## src/design/httc_pkg.sv

```systemverilog
package httc_pkg;

   // Field widths
   localparam int TIME_W  = 64;
   localparam int TICK_W  = 32;
   localparam int CNT_W   = 6;
   localparam int REQ_W   = 136;
   localparam int RSP_W   = 40;
   localparam int CSR_W   = 64;
   localparam int CSR_IDX_W = 1;

   // Register reset values
   localparam logic [TIME_W-1:0] TPS_RESET   = 64'd1000000;
   localparam logic [TICK_W-1:0] BATCH_RESET = 32'd800000;

   // Register indexes
   localparam logic [CSR_IDX_W-1:0] REG_TICKS_PER_SECOND = 1'b0;
   localparam logic [CSR_IDX_W-1:0] REG_MAX_BATCH_TICKS  = 1'b1;

   // Sequencer states
   typedef enum logic [3:0] {
      ST_IDLE,
      ST_CHECK,
      ST_ELAPSED,
      ST_DIV_TIME,
      ST_MUL_WHOLE,
      ST_MUL_PART,
      ST_ADD_FRAC,
      ST_DIV_SCALED,
      ST_ADD_TICKS,
      ST_ADD_PENDING,
      ST_BATCH,
      ST_RESP
   } state_type;

endpackage

```

## src/design/host_time_to_tick_converter.sv

```systemverilog
// Host time to tick converter.
// The req_ channel carries one word per host time sample or clear request:
// req_tuser is the kind (0 sample, 1 clear), req_tdata the host count, its
// units-per-second rate and the read status. The rsp_ channel returns one
// word per request: the ticks released (capped at max_batch_ticks) and a
// fault flag. Configuration goes through csr_we/csr_index/csr_wdata; the user
// must write it only while no request is in flight, which is not enforced.
// One 66-bit adder is shared by every step under a small sequencer: two
// 64-step restoring divisions and two 64-step shift-add multiplications.
// A full conversion passes through every step before its result shows; a
// clear, a latching sample or a fault found by the first check goes straight
// from the check to the result, backwards time from the elapsed-time step.
// The block is not ready during the conversion nor while its result waits,
// and returns to ready in the cycle after rsp_tready takes the result, so
// one request is taken at a time. A stalled receiver simply holds the
// result in place and keeps the block from taking the next request.
// Reset is synchronous: it drops any request in flight, clears the
// converter state and restores the register reset values.
module host_time_to_tick_converter (
   input  logic                              clock,
   input  logic                              reset,
   input  logic                              req_tvalid,
   output logic                              req_tready,
   // [63:0] host_units, [127:64] units_rate, [128] read_ok, rest zero
   input  logic [httc_pkg::REQ_W-1:0]        req_tdata,
   // [0] kind
   input  logic                              req_tuser,
   output logic                              rsp_tvalid,
   input  logic                              rsp_tready,
   // [31:0] ticks_out, [32] status, rest zero
   output logic [httc_pkg::RSP_W-1:0]        rsp_tdata,
   input  logic                              csr_we,
   input  logic [httc_pkg::CSR_IDX_W-1:0]    csr_index,
   input  logic [httc_pkg::CSR_W-1:0]        csr_wdata
);

   httc_pkg::state_type state_ff, state_in;

   // Configuration and converter state
   logic [63:0] tps_ff, tps_in;
   logic [31:0] batch_ff, batch_in;
   logic        started_ff, started_in;
   logic [63:0] last_time_ff, last_time_in;
   logic [63:0] latched_rate_ff, latched_rate_in;
   logic [63:0] frac_ff, frac_in;
   logic [63:0] pending_ff, pending_in;

   // Latched request word
   logic        kind_ff, kind_in;
   logic [63:0] units_ff, units_in;
   logic [63:0] rate_ff, rate_in;
   logic        ok_ff, ok_in;

   // Working registers of the shared unit
   logic [63:0] q_ff, q_in;
   logic [63:0] rem_ff, rem_in;
   logic [63:0] acc_ff, acc_in;
   logic [63:0] prod_ff, prod_in;
   logic        ovf_ff, ovf_in;
   logic [httc_pkg::CNT_W-1:0] cnt_ff, cnt_in;

   // Result register
   logic [31:0] rsp_ticks_ff, rsp_ticks_in;
   logic        rsp_status_ff, rsp_status_in;

   // Shared adder
   logic [64:0] alu_a, alu_b;
   logic        alu_cin;
   logic [65:0] alu_sum;
   logic [64:0] rem_sh;
   logic        last_iter, carry64, div_ge, mul_ovf, input_bad, rate_diff;

   assign req_tready = (state_ff == httc_pkg::ST_IDLE);
   assign rsp_tvalid = (state_ff == httc_pkg::ST_RESP);
   assign rsp_tdata  = {7'd0, rsp_status_ff, rsp_ticks_ff};

   assign rem_sh    = {rem_ff, q_ff[63]};
   assign last_iter = (cnt_ff == {httc_pkg::CNT_W{1'b1}});
   assign alu_sum   = {1'b0, alu_a} + {1'b0, alu_b} + {65'd0, alu_cin};
   assign carry64   = alu_sum[64];
   assign div_ge    = alu_sum[65];
   assign mul_ovf   = alu_sum[65] | alu_sum[64];
   assign input_bad = (tps_ff == 64'd0) || !ok_ff || (rate_ff == 64'd0);
   assign rate_diff = (rate_ff != latched_rate_ff);

   // Select the operands of the shared adder
   always_comb begin
      alu_a   = 65'd0;
      alu_b   = 65'd0;
      alu_cin = 1'b0;
      unique case (state_ff)
         httc_pkg::ST_ELAPSED: begin
            alu_a   = {1'b0, units_ff};
            alu_b   = {1'b0, ~last_time_ff};
            alu_cin = 1'b1;
         end
         httc_pkg::ST_DIV_TIME, httc_pkg::ST_DIV_SCALED: begin
            alu_a   = rem_sh;
            alu_b   = {1'b1, ~rate_ff};
            alu_cin = 1'b1;
         end
         httc_pkg::ST_MUL_WHOLE, httc_pkg::ST_MUL_PART: begin
            alu_a = {acc_ff, 1'b0};
            alu_b = {1'b0, (q_ff[63] ? tps_ff : 64'd0)};
         end
         httc_pkg::ST_ADD_FRAC: begin
            alu_a = {1'b0, acc_ff};
            alu_b = {1'b0, frac_ff};
         end
         httc_pkg::ST_ADD_TICKS: begin
            alu_a = {1'b0, prod_ff};
            alu_b = {1'b0, q_ff};
         end
         httc_pkg::ST_ADD_PENDING: begin
            alu_a = {1'b0, pending_ff};
            alu_b = {1'b0, prod_ff};
         end
         httc_pkg::ST_BATCH: begin
            alu_a   = {1'b0, pending_ff};
            alu_b   = {1'b0, ~{32'd0, batch_ff}};
            alu_cin = 1'b1;
         end
         default: begin
            alu_a   = 65'd0;
            alu_b   = 65'd0;
            alu_cin = 1'b0;
         end
      endcase
   end

   // Next state
   always_comb begin
      state_in = state_ff;
      unique case (state_ff)
         httc_pkg::ST_IDLE:
            if (req_tvalid) state_in = httc_pkg::ST_CHECK;
         httc_pkg::ST_CHECK:
            if (kind_ff || input_bad || !started_ff || rate_diff) begin
               state_in = httc_pkg::ST_RESP;
            end else begin
               state_in = httc_pkg::ST_ELAPSED;
            end
         httc_pkg::ST_ELAPSED:
            state_in = carry64 ? httc_pkg::ST_DIV_TIME : httc_pkg::ST_RESP;
         httc_pkg::ST_DIV_TIME:
            if (last_iter) state_in = httc_pkg::ST_MUL_WHOLE;
         httc_pkg::ST_MUL_WHOLE:
            if (last_iter) state_in = httc_pkg::ST_MUL_PART;
         httc_pkg::ST_MUL_PART:
            if (last_iter) state_in = httc_pkg::ST_ADD_FRAC;
         httc_pkg::ST_ADD_FRAC:
            state_in = (ovf_ff || carry64) ? httc_pkg::ST_RESP : httc_pkg::ST_DIV_SCALED;
         httc_pkg::ST_DIV_SCALED:
            if (last_iter) state_in = httc_pkg::ST_ADD_TICKS;
         httc_pkg::ST_ADD_TICKS:
            state_in = carry64 ? httc_pkg::ST_RESP : httc_pkg::ST_ADD_PENDING;
         httc_pkg::ST_ADD_PENDING:
            state_in = carry64 ? httc_pkg::ST_RESP : httc_pkg::ST_BATCH;
         httc_pkg::ST_BATCH:
            state_in = httc_pkg::ST_RESP;
         httc_pkg::ST_RESP:
            if (rsp_tready) state_in = httc_pkg::ST_IDLE;
         default:
            state_in = httc_pkg::ST_IDLE;
      endcase
   end

   // Datapath and state updates
   always_comb begin
      tps_in          = tps_ff;
      batch_in        = batch_ff;
      started_in      = started_ff;
      last_time_in    = last_time_ff;
      latched_rate_in = latched_rate_ff;
      frac_in         = frac_ff;
      pending_in      = pending_ff;
      kind_in         = kind_ff;
      units_in        = units_ff;
      rate_in         = rate_ff;
      ok_in           = ok_ff;
      q_in            = q_ff;
      rem_in          = rem_ff;
      acc_in          = acc_ff;
      prod_in         = prod_ff;
      ovf_in          = ovf_ff;
      cnt_in          = cnt_ff;
      rsp_ticks_in    = rsp_ticks_ff;
      rsp_status_in   = rsp_status_ff;

      // Register writes
      if (csr_we) begin
         unique case (csr_index)
            httc_pkg::REG_TICKS_PER_SECOND: tps_in   = csr_wdata;
            httc_pkg::REG_MAX_BATCH_TICKS:  batch_in = csr_wdata[31:0];
            default:                        tps_in   = tps_ff;
         endcase
      end

      unique case (state_ff)
         httc_pkg::ST_IDLE: begin
            // hold the request word
            kind_in  = req_tuser;
            units_in = req_tdata[63:0];
            rate_in  = req_tdata[127:64];
            ok_in    = req_tdata[128];
         end
         httc_pkg::ST_CHECK: begin
            cnt_in        = '0;
            acc_in        = 64'd0;
            ovf_in        = 1'b0;
            rsp_ticks_in  = 32'd0;
            rsp_status_in = 1'b0;
            if (kind_ff) begin
               started_in      = 1'b0;
               last_time_in    = 64'd0;
               latched_rate_in = 64'd0;
               frac_in         = 64'd0;
               pending_in      = 64'd0;
            end else if (input_bad) begin
               rsp_status_in = 1'b1;
            end else if (!started_ff) begin
               last_time_in    = units_ff;
               latched_rate_in = rate_ff;
               frac_in         = 64'd0;
               started_in      = 1'b1;
            end else if (rate_diff) begin
               rsp_status_in = 1'b1;
            end
         end
         httc_pkg::ST_ELAPSED: begin
            // no borrow means time did not run backwards
            if (carry64) begin
               last_time_in = units_ff;
               q_in         = alu_sum[63:0];
               rem_in       = 64'd0;
            end else begin
               rsp_status_in = 1'b1;
            end
         end
         httc_pkg::ST_DIV_TIME, httc_pkg::ST_DIV_SCALED: begin
            // one restoring division step
            rem_in = div_ge ? alu_sum[63:0] : rem_sh[63:0];
            q_in   = {q_ff[62:0], div_ge};
            cnt_in = cnt_ff + {{(httc_pkg::CNT_W-1){1'b0}}, 1'b1};
         end
         httc_pkg::ST_MUL_WHOLE, httc_pkg::ST_MUL_PART: begin
            // one shift-add step, multiplier bits taken from the top
            acc_in = alu_sum[63:0];
            ovf_in = ovf_ff | mul_ovf;
            q_in   = {q_ff[62:0], 1'b0};
            cnt_in = cnt_ff + {{(httc_pkg::CNT_W-1){1'b0}}, 1'b1};
            if (state_ff == httc_pkg::ST_MUL_WHOLE && last_iter) begin
               prod_in = alu_sum[63:0];
               q_in    = rem_ff;
               acc_in  = 64'd0;
            end
         end
         httc_pkg::ST_ADD_FRAC: begin
            if (ovf_ff || carry64) begin
               rsp_status_in = 1'b1;
            end else begin
               q_in   = alu_sum[63:0];
               rem_in = 64'd0;
            end
         end
         httc_pkg::ST_ADD_TICKS: begin
            // the new fraction stands even if pending later overflows
            if (carry64) begin
               rsp_status_in = 1'b1;
            end else begin
               prod_in = alu_sum[63:0];
               frac_in = rem_ff;
            end
         end
         httc_pkg::ST_ADD_PENDING: begin
            if (carry64) begin
               rsp_status_in = 1'b1;
            end else begin
               pending_in = alu_sum[63:0];
            end
         end
         httc_pkg::ST_BATCH: begin
            // release at most one batch
            if (carry64) begin
               rsp_ticks_in = batch_ff;
               pending_in   = alu_sum[63:0];
            end else begin
               rsp_ticks_in = pending_ff[31:0];
               pending_in   = 64'd0;
            end
         end
         default: begin
            cnt_in = cnt_ff;
         end
      endcase
   end

   // Control and converter state
   always_ff @(posedge clock) begin
      if (reset) begin
         state_ff        <= httc_pkg::ST_IDLE;
         tps_ff          <= httc_pkg::TPS_RESET;
         batch_ff        <= httc_pkg::BATCH_RESET;
         started_ff      <= 1'b0;
         last_time_ff    <= 64'd0;
         latched_rate_ff <= 64'd0;
         frac_ff         <= 64'd0;
         pending_ff      <= 64'd0;
         cnt_ff          <= '0;
         ovf_ff          <= 1'b0;
      end else begin
         state_ff        <= state_in;
         tps_ff          <= tps_in;
         batch_ff        <= batch_in;
         started_ff      <= started_in;
         last_time_ff    <= last_time_in;
         latched_rate_ff <= latched_rate_in;
         frac_ff         <= frac_in;
         pending_ff      <= pending_in;
         cnt_ff          <= cnt_in;
         ovf_ff          <= ovf_in;
      end
   end

   // Payload registers
   always_ff @(posedge clock) begin
      kind_ff       <= kind_in;
      units_ff      <= units_in;
      rate_ff       <= rate_in;
      ok_ff         <= ok_in;
      q_ff          <= q_in;
      rem_ff        <= rem_in;
      acc_ff        <= acc_in;
      prod_ff       <= prod_in;
      rsp_ticks_ff  <= rsp_ticks_in;
      rsp_status_ff <= rsp_status_in;
   end

endmodule
```

## config.mk

```make
export PLATFORM = sky130hd
export DESIGN_NAME = host_time_to_tick_converter
export DESIGN_NICKNAME = d
export VERILOG_FILES = /design/src/design/httc_pkg.sv /design/src/design/host_time_to_tick_converter.sv
export SDC_FILE = /design/constraint.sdc
export NUM_CORES = 2
export LEC_CHECK = 0
export BUFFER_PORTS_ARGS = -buffer_cell sky130_fd_sc_hd__buf_2
export CORE_UTILIZATION = 35
export DETAILED_ROUTE_END_ITERATION = 12
export PLACE_DENSITY = 0.55
export SLEW_MARGIN = 10
export SYNTH_ARGS = -nofsm -noshare
export SYNTH_HDL_FRONTEND = slang
export SYNTH_SLANG_ARGS = --single-unit
```

## constraint.sdc

```tcl
create_clock -name clock -period 25.2 [get_ports clock]
set_clock_uncertainty 0.05 [all_clocks]
set_input_delay 5.04 -clock clock [delete_from_list [all_inputs] [get_ports clock]]
set_output_delay 5.04 -clock clock [all_outputs]
set_load 0.05 [all_outputs]
```

After elaboration in Yosys (flattened, before gate mapping). Index checks and enable logic that the tools add are counted.

Output and inout port bits: 42. Word-level logic and storage cells: 160. Flip-flop bits (word level): 783. Input port bits: 207.

Add/sub/neg operators: 3. Bitwise operators: 6. Mux-type cells: 59. Reductions and logical operators: 40. Equal/unequal tests: 32.

Operator list (number): 64-bit two-way mux (23); 64-bit case mux with 2 select lines (4); 65-bit case mux with 7 select lines (1); 65-bit case mux with 6 select lines (1); 64-bit case mux with 3 select lines (2); 64-bit case mux with 4 select lines (1); 64-bit zero test (2); 64-bit inverter (2); 65-bit by 65-bit adder with 66-bit output (1); 66-bit by 1-bit adder with 66-bit output (1); 64-bit != test (1); 32-bit inverter with 64-bit output (1); 32-bit case mux with 2 select lines (1); 4-bit case mux with 12 select lines (1); 4-bit two-way mux (9); 32-bit two-way mux (1); 2-bit != test, second input constant (14); 4-bit by 3-bit == test with 1-bit output, second input constant (4); 4-bit == test, second input constant (4); 3-bit AND reduction (5); 6-bit case mux with 2 select lines (1); 4-bit AND reduction (3); 2-bit nonzero test (6); 1-bit two-way mux (11); 21 further kinds (40).

Longest topological paths before layout.
Word-level depth: 8. Depth in mapped cells: 24. Gate-level depth less buffers: 20.

Least setup slack after synthesis. OpenSTA, ideal clock, no wires.

Path type: register -> output. Start point: register state_ff[3]. End point: output port req_tready. Data arrival time: 3566 ps. Stages on the path, launching flop included: 5. Data required time: 20110 ps. Slack: 16544 ps. Path through: dfxtp_1 > clkbuf_1 > nor2_1 > nand2_1 > inv_1.

Longest elaborated chain between the ends: 1.

RTL lines: from (decl) (line host_time_to_tick_converter.sv:37) `httc_pkg::state_type state_ff, state_in;`; from (signal assigned) (line host_time_to_tick_converter.sv:301) `state_ff <= httc_pkg::ST_IDLE;`; from (signal assigned) (line host_time_to_tick_converter.sv:312) `state_ff <= state_in;`; 4-bit zero test (line host_time_to_tick_converter.sv:73) `assign req_tready = (state_ff == httc_pkg::ST_IDLE);`; to (decl) (line host_time_to_tick_converter.sv:23) `output logic req_tready,`.

No other way between the ends.

Worst setup path after layout.
Start point: register state_ff[1]. End point: register rem_ff[21], enable pin.

Longest elaborated chain between the ends: 8. Elaborated cells on any way between the ends: 23.

RTL lines: 4-bit by 3-bit == test with 1-bit output (tied with other cells) (line host_time_to_tick_converter.sv:91) `unique case (state_ff)`; 2-bit OR reduction (on tied branches); 65-bit case mux with 7 select lines or 65-bit case mux with 6 select lines (tied branches) (line host_time_to_tick_converter.sv:91); 65-bit by 65-bit adder with 66-bit output (line host_time_to_tick_converter.sv:79) `assign alu_sum = {1'b0, alu_a} + {1'b0, alu_b} + {65'd0, alu_cin};`; 66-bit by 1-bit adder with 66-bit output (line host_time_to_tick_converter.sv:79); 1-bit logical OR (line host_time_to_tick_converter.sv:259) `if (ovf_ff || carry64) begin`; 2-bit != test (no line); 3-bit AND reduction (no line) *; to (signal assigned) (line host_time_to_tick_converter.sv:332) `rem_ff <= rem_in;`; to (decl) (line host_time_to_tick_converter.sv:56) `logic [63:0] rem_ff, rem_in;`.

Mark *: on every way between the ends. The rest lies on a longest branch, timed or not. A chain may end at the register's enable or synchronous reset.

==> results.txt <==
The flow ran to the end, but the final reports show violations. The final reports fail on design-rule violations. The largest net degree at the start of global routing was 130. After synthesis, the share of flip-flops with an asynchronous set or reset is 0%. The clock tree synthesis step divided the H-tree into 3 levels. Across every metal layer, demand over resource in global routing totals 26.0%.

The run gives 0 as the max-slew violation count. The worst ir drop on vdd was 0.0842 mV; the number of standard cells after synthesis was 3,710. The tool flagged a number of max-cap violations equal to 0. At the worst endpoint, the required time is 25.43 ns. Class of the tightest hold or removal check: reg2reg.

In this run the count of I/O pins placed on the die edge is 249. After synthesis, the cell types taking the most area are edfxtp_1, dfxtp_1, nand2_1. The initial antenna violation count was 8; the number of buffers inserted by port buffering was 234. The number of setup violations in the final report was 0; the fraction of final layout cells sized beyond drive strength 1 was 12.1%.

The launch instance of the worst register-to-register path is state_ff[1]$_SDFFE_PP0P_. Data on the critical path arrives at its endpoint at 9.42 ns. For the highest clock rate, the log shows 0.109 GHz. The core region is 105,000 µm². In this run, synthesis produced a sequential element count of 783. After detailed routing, the average wire length per cell comes to 27.3 µm. On the worst path, the slowest cell contributes a delay of 0.89 ns. The first global-routing pass estimated 208 mm of wire. Clock latency on the worst-skew pair, taken at its later pin, is 0.68 ns. For the via count of the first global-routing pass, the log shows 30,700. The sum of overflow across all layers after global routing was 0; the power per unit of standard cell area was 148 nW/µm². Traced cell by cell, the critical path runs through nand2b_1, nor2_4, buf_4, buf_4, a22oi_1, o221ai_1, a211oi_1, fa_1, fa_1, and2b_1, o2111ai_1, and4b_1, o21ba_2, a2111oi_4, o211ai_1, o211ai_4, buf_4, nand2b_1, a22o_1, nor2_4, buf_4. The top cell type by area accounts for 33.8% of the synthesized area. For the post-cts hold buffer count, the log shows 0. Measured in cells, the most critical reg-to-reg path has a length of 21. At the pin with the least slew margin, the transition time is 1.26 ns. For this run, the register share of the synthesized area comes to 53.4%. Counting flops with a built-in enable in the synthesized netlist gives 419.

The die footprint was 108,000 µm²; the vias per cell was 6.05. The logs give 0 for the number of diodes and 16.01 ns for the worst reg-to-reg setup slack. The initialized floorplan defines 119 standard-cell rows. The area growth from synthesis to layout is 13.9%. The start-to-end type of the worst setup path was reg2reg.

For the final routed database, the setup TNS stands at 0 ns. The critical path launch point was state_ff[1]$_SDFFE_PP0P_. In this run, post-CTS repair resized a total of 0 instances. The dominant cell type by count on the critical path is buf_4.

Once the floorplan was initialized, standard cells occupied 35.3% of the core. The fraction of the core area covered by cells at the end of the flow came out at 40.2%. Global placement routability congestion: 0.939. Counting the buffers created by CTS gives 89.

The count of distinct cell types in the synthesized netlist came out at 77. No sink is reached through more buffers than the 3 on the longest clock path. TritonCTS built the clock tree. The length of the first detailed-routing pass in iterations is 13, and the number of setup buffers added after CTS is 0. The netlist area before placement is 37,200 µm². For this design, the slowest cell found on the critical path is buf_4. The category of the worst setup path capture point is a flip-flop. During synthesis, Yosys emitted a total of 0 warnings. The net count of the finished layout is 4,063.

The number of sinks on the clock net is 783, and the worst relative slew slack is 16.0%. The tools report the static leakage power as 16.0 nW. The endpoint identified for the worst register-to-register timing path is rem_ff[21]$_SDFFCE_PN0P_.

The root buffer cell was clkbuf_16. X dimension of the die: 328 µm. After the first detailed-routing iteration, the DRC count stood at 4,723.

The critical path ends at rem_ff[21]$_SDFFCE_PN0P_. The primary flip-flop cell chosen by synthesis mapping is edfxtp_1. Overall die height: 328 µm. STA classifies the critical path startpoint as a flip-flop. The detail route stage leaves a number of antenna-violating nets equal to 0. Final hold violation count: 0. Via count: 31,800. Setup repair after global routing left no endpoint under its margin.

The worst path uses 36.5% of the clock period. The post-route total power was 0.00629 W; the critical-path maximum fanout was 76. edfxtp_1 takes more of the synthesized area than any other cell.

The final layout contains routed wiring with a total length of 143 mm. The synthesized area per cell is 10.0 µm², and the post-route DRC violation count is 16. The clock transition at the registers of the reported paths is 0.06 ns, and the half-perimeter wire length after detailed placement is 93.7 mm. After layout, the minimum clock period comes to 9.19 ns.
==> synthesized netlist by cell type (4+ instances only) <==
cell and number:
and4_1 4, o22ai_1 55, nor3_1 19, edfxtp_1 419, a211oi_1 37, o211ai_1 10, a22oi_1 80, a222oi_1 187
o21ai_0 162, a221oi_1 58, o31ai_1 4, nor2_1 306, o21ai_1 5, a31oi_1 7, and2_1 10, xor2_1 88
o21a_1 17, nand4_1 30, and3_1 13, a22o_1 67, or3_1 8, o2111ai_1 28, buf_1 20, a21o_1 35
nand2_1 524, dfxtp_1 364, nor3b_1 65, buf_4 21, clkbuf_1 226, buf_2 27, nor4_1 54, nor2b_1 52
nand2b_1 17, o21bai_1 17, ha_1 65, xnor2_1 28, mux2i_1 82, nand3_1 107, inv_1 82, a21oi_1 253
==> worst min-delay path by stage <==
stage	end	cells after the start	slack (ns)	from
2_1_floorplan	ovf_ff$_SDFFE_PP0P_	2	0.38	ovf_ff$_SDFFE_PP0P_
6_report	ovf_ff$_SDFFE_PP0P_	2	0.40	ovf_ff$_SDFFE_PP0P_
5_1_grt	last_time_ff[6]$_SDFFE_PP0P_	2	0.42	last_time_ff[6]$_SDFFE_PP0P_
4_1_cts	ovf_ff$_SDFFE_PP0P_	2	0.41	ovf_ff$_SDFFE_PP0P_
3_5_place_dp	last_time_ff[33]$_SDFFE_PP0P_	2	0.40	last_time_ff[33]$_SDFFE_PP0P_
3_3_place_gp	ovf_ff$_SDFFE_PP0P_	2	0.39	ovf_ff$_SDFFE_PP0P_
==> worst max-delay path, delay by kind of cell, from the launching register on <==
kind / cells / cell delay, ns
DFF: 1 / 0.75
adders and majority gates: 2 / 0.95
AOI/OAI and AO/OA: 9 / 2.01
buffers and inverters: 4 / 2.86
and+or+nand+nor: 6 / 2.07
==> stage by stage <==
stage | hold slack, ns | std cells | setup slack, ns | cell area [µm²]
finish | 0.402 | 5255 | 16.01 | 42400
global route | 0.424 | 5255 | 15.60 | 42400
CTS | 0.408 | 5255 | 16.03 | 42400
detailed placement | 0.399 | 5089 | 16.07 | 39500
global placement | 0.389 | 5089 | 16.06 | 39500
floorplan | 0.377 | 3716 | 16.54 | 37200
==> cell families (layout without fill, tap and decap cells) <==
| group | after synthesis | count (layout) | share of synthesized area [%] |
|---|---|---|---|
| compound gates | 1058 | 1058 | 20.3 |
| xor+xnor | 116 | 116 | 2.73 |
| fa+ha+maj | 67 | 67 | 2.29 |
| buf+inv | 382 | 530 | 4.19 |
| flops | 783 | 783 | 53.4 |
| mux | 84 | 84 | 2.30 |
| other cells | 1 | 7 | 0.0101 |
| simple gates | 1219 | 1219 | 14.8 |
==> layout make-up <==
| class | count | area (µm²) |
|---|---|---|
| well taps | 1391 | 1740 |
| fillers | 10400 | 63000 |
| inverters | 84 | 322 |
| flip-flops and latches | 783 | 19900 |
| clock buffers | 120 | 2510 |
| multi-input cells | 2551 | 16000 |
| repair buffers | 280 | 1530 |
| clock inverters | 46 | 405 |
==> report_power, final <==
group | internal [W] | total, W | switching (W)
Combinational | 0.000771 | 0.00255 | 0.00178
Sequential | 0.00198 | 0.00242 | 0.000448
Clock | 0.000762 | 0.00132 | 0.000554
==> cell usage in the layout, fill, tap and decap left out, types with 58 or more instances in the layout <==
cell / instances
a21oi_1: 250
a221oi_1: 58
a222oi_1: 187
a22o_1: 67
a22oi_1: 80
buf_2: 233
clkbuf_16: 93
dfxtp_1: 364
edfxtp_1: 419
ha_1: 65
inv_1: 81
mux2i_1: 82
nand2_1: 519
nand3_1: 106
nor2_1: 299
nor3b_1: 65
o21ai_0: 161
xor2_1: 88
==> metal layers <==
metal | GRT usage [%] | routed length [µm]
met5 | 0 | 8
met2 | 40.6 | 64000
met4 | 12.1 | 7200
met3 | 5.77 | 13800
met1 | 34.2 | 58300
No activity file was read; power rests on OpenSTA's default activity.
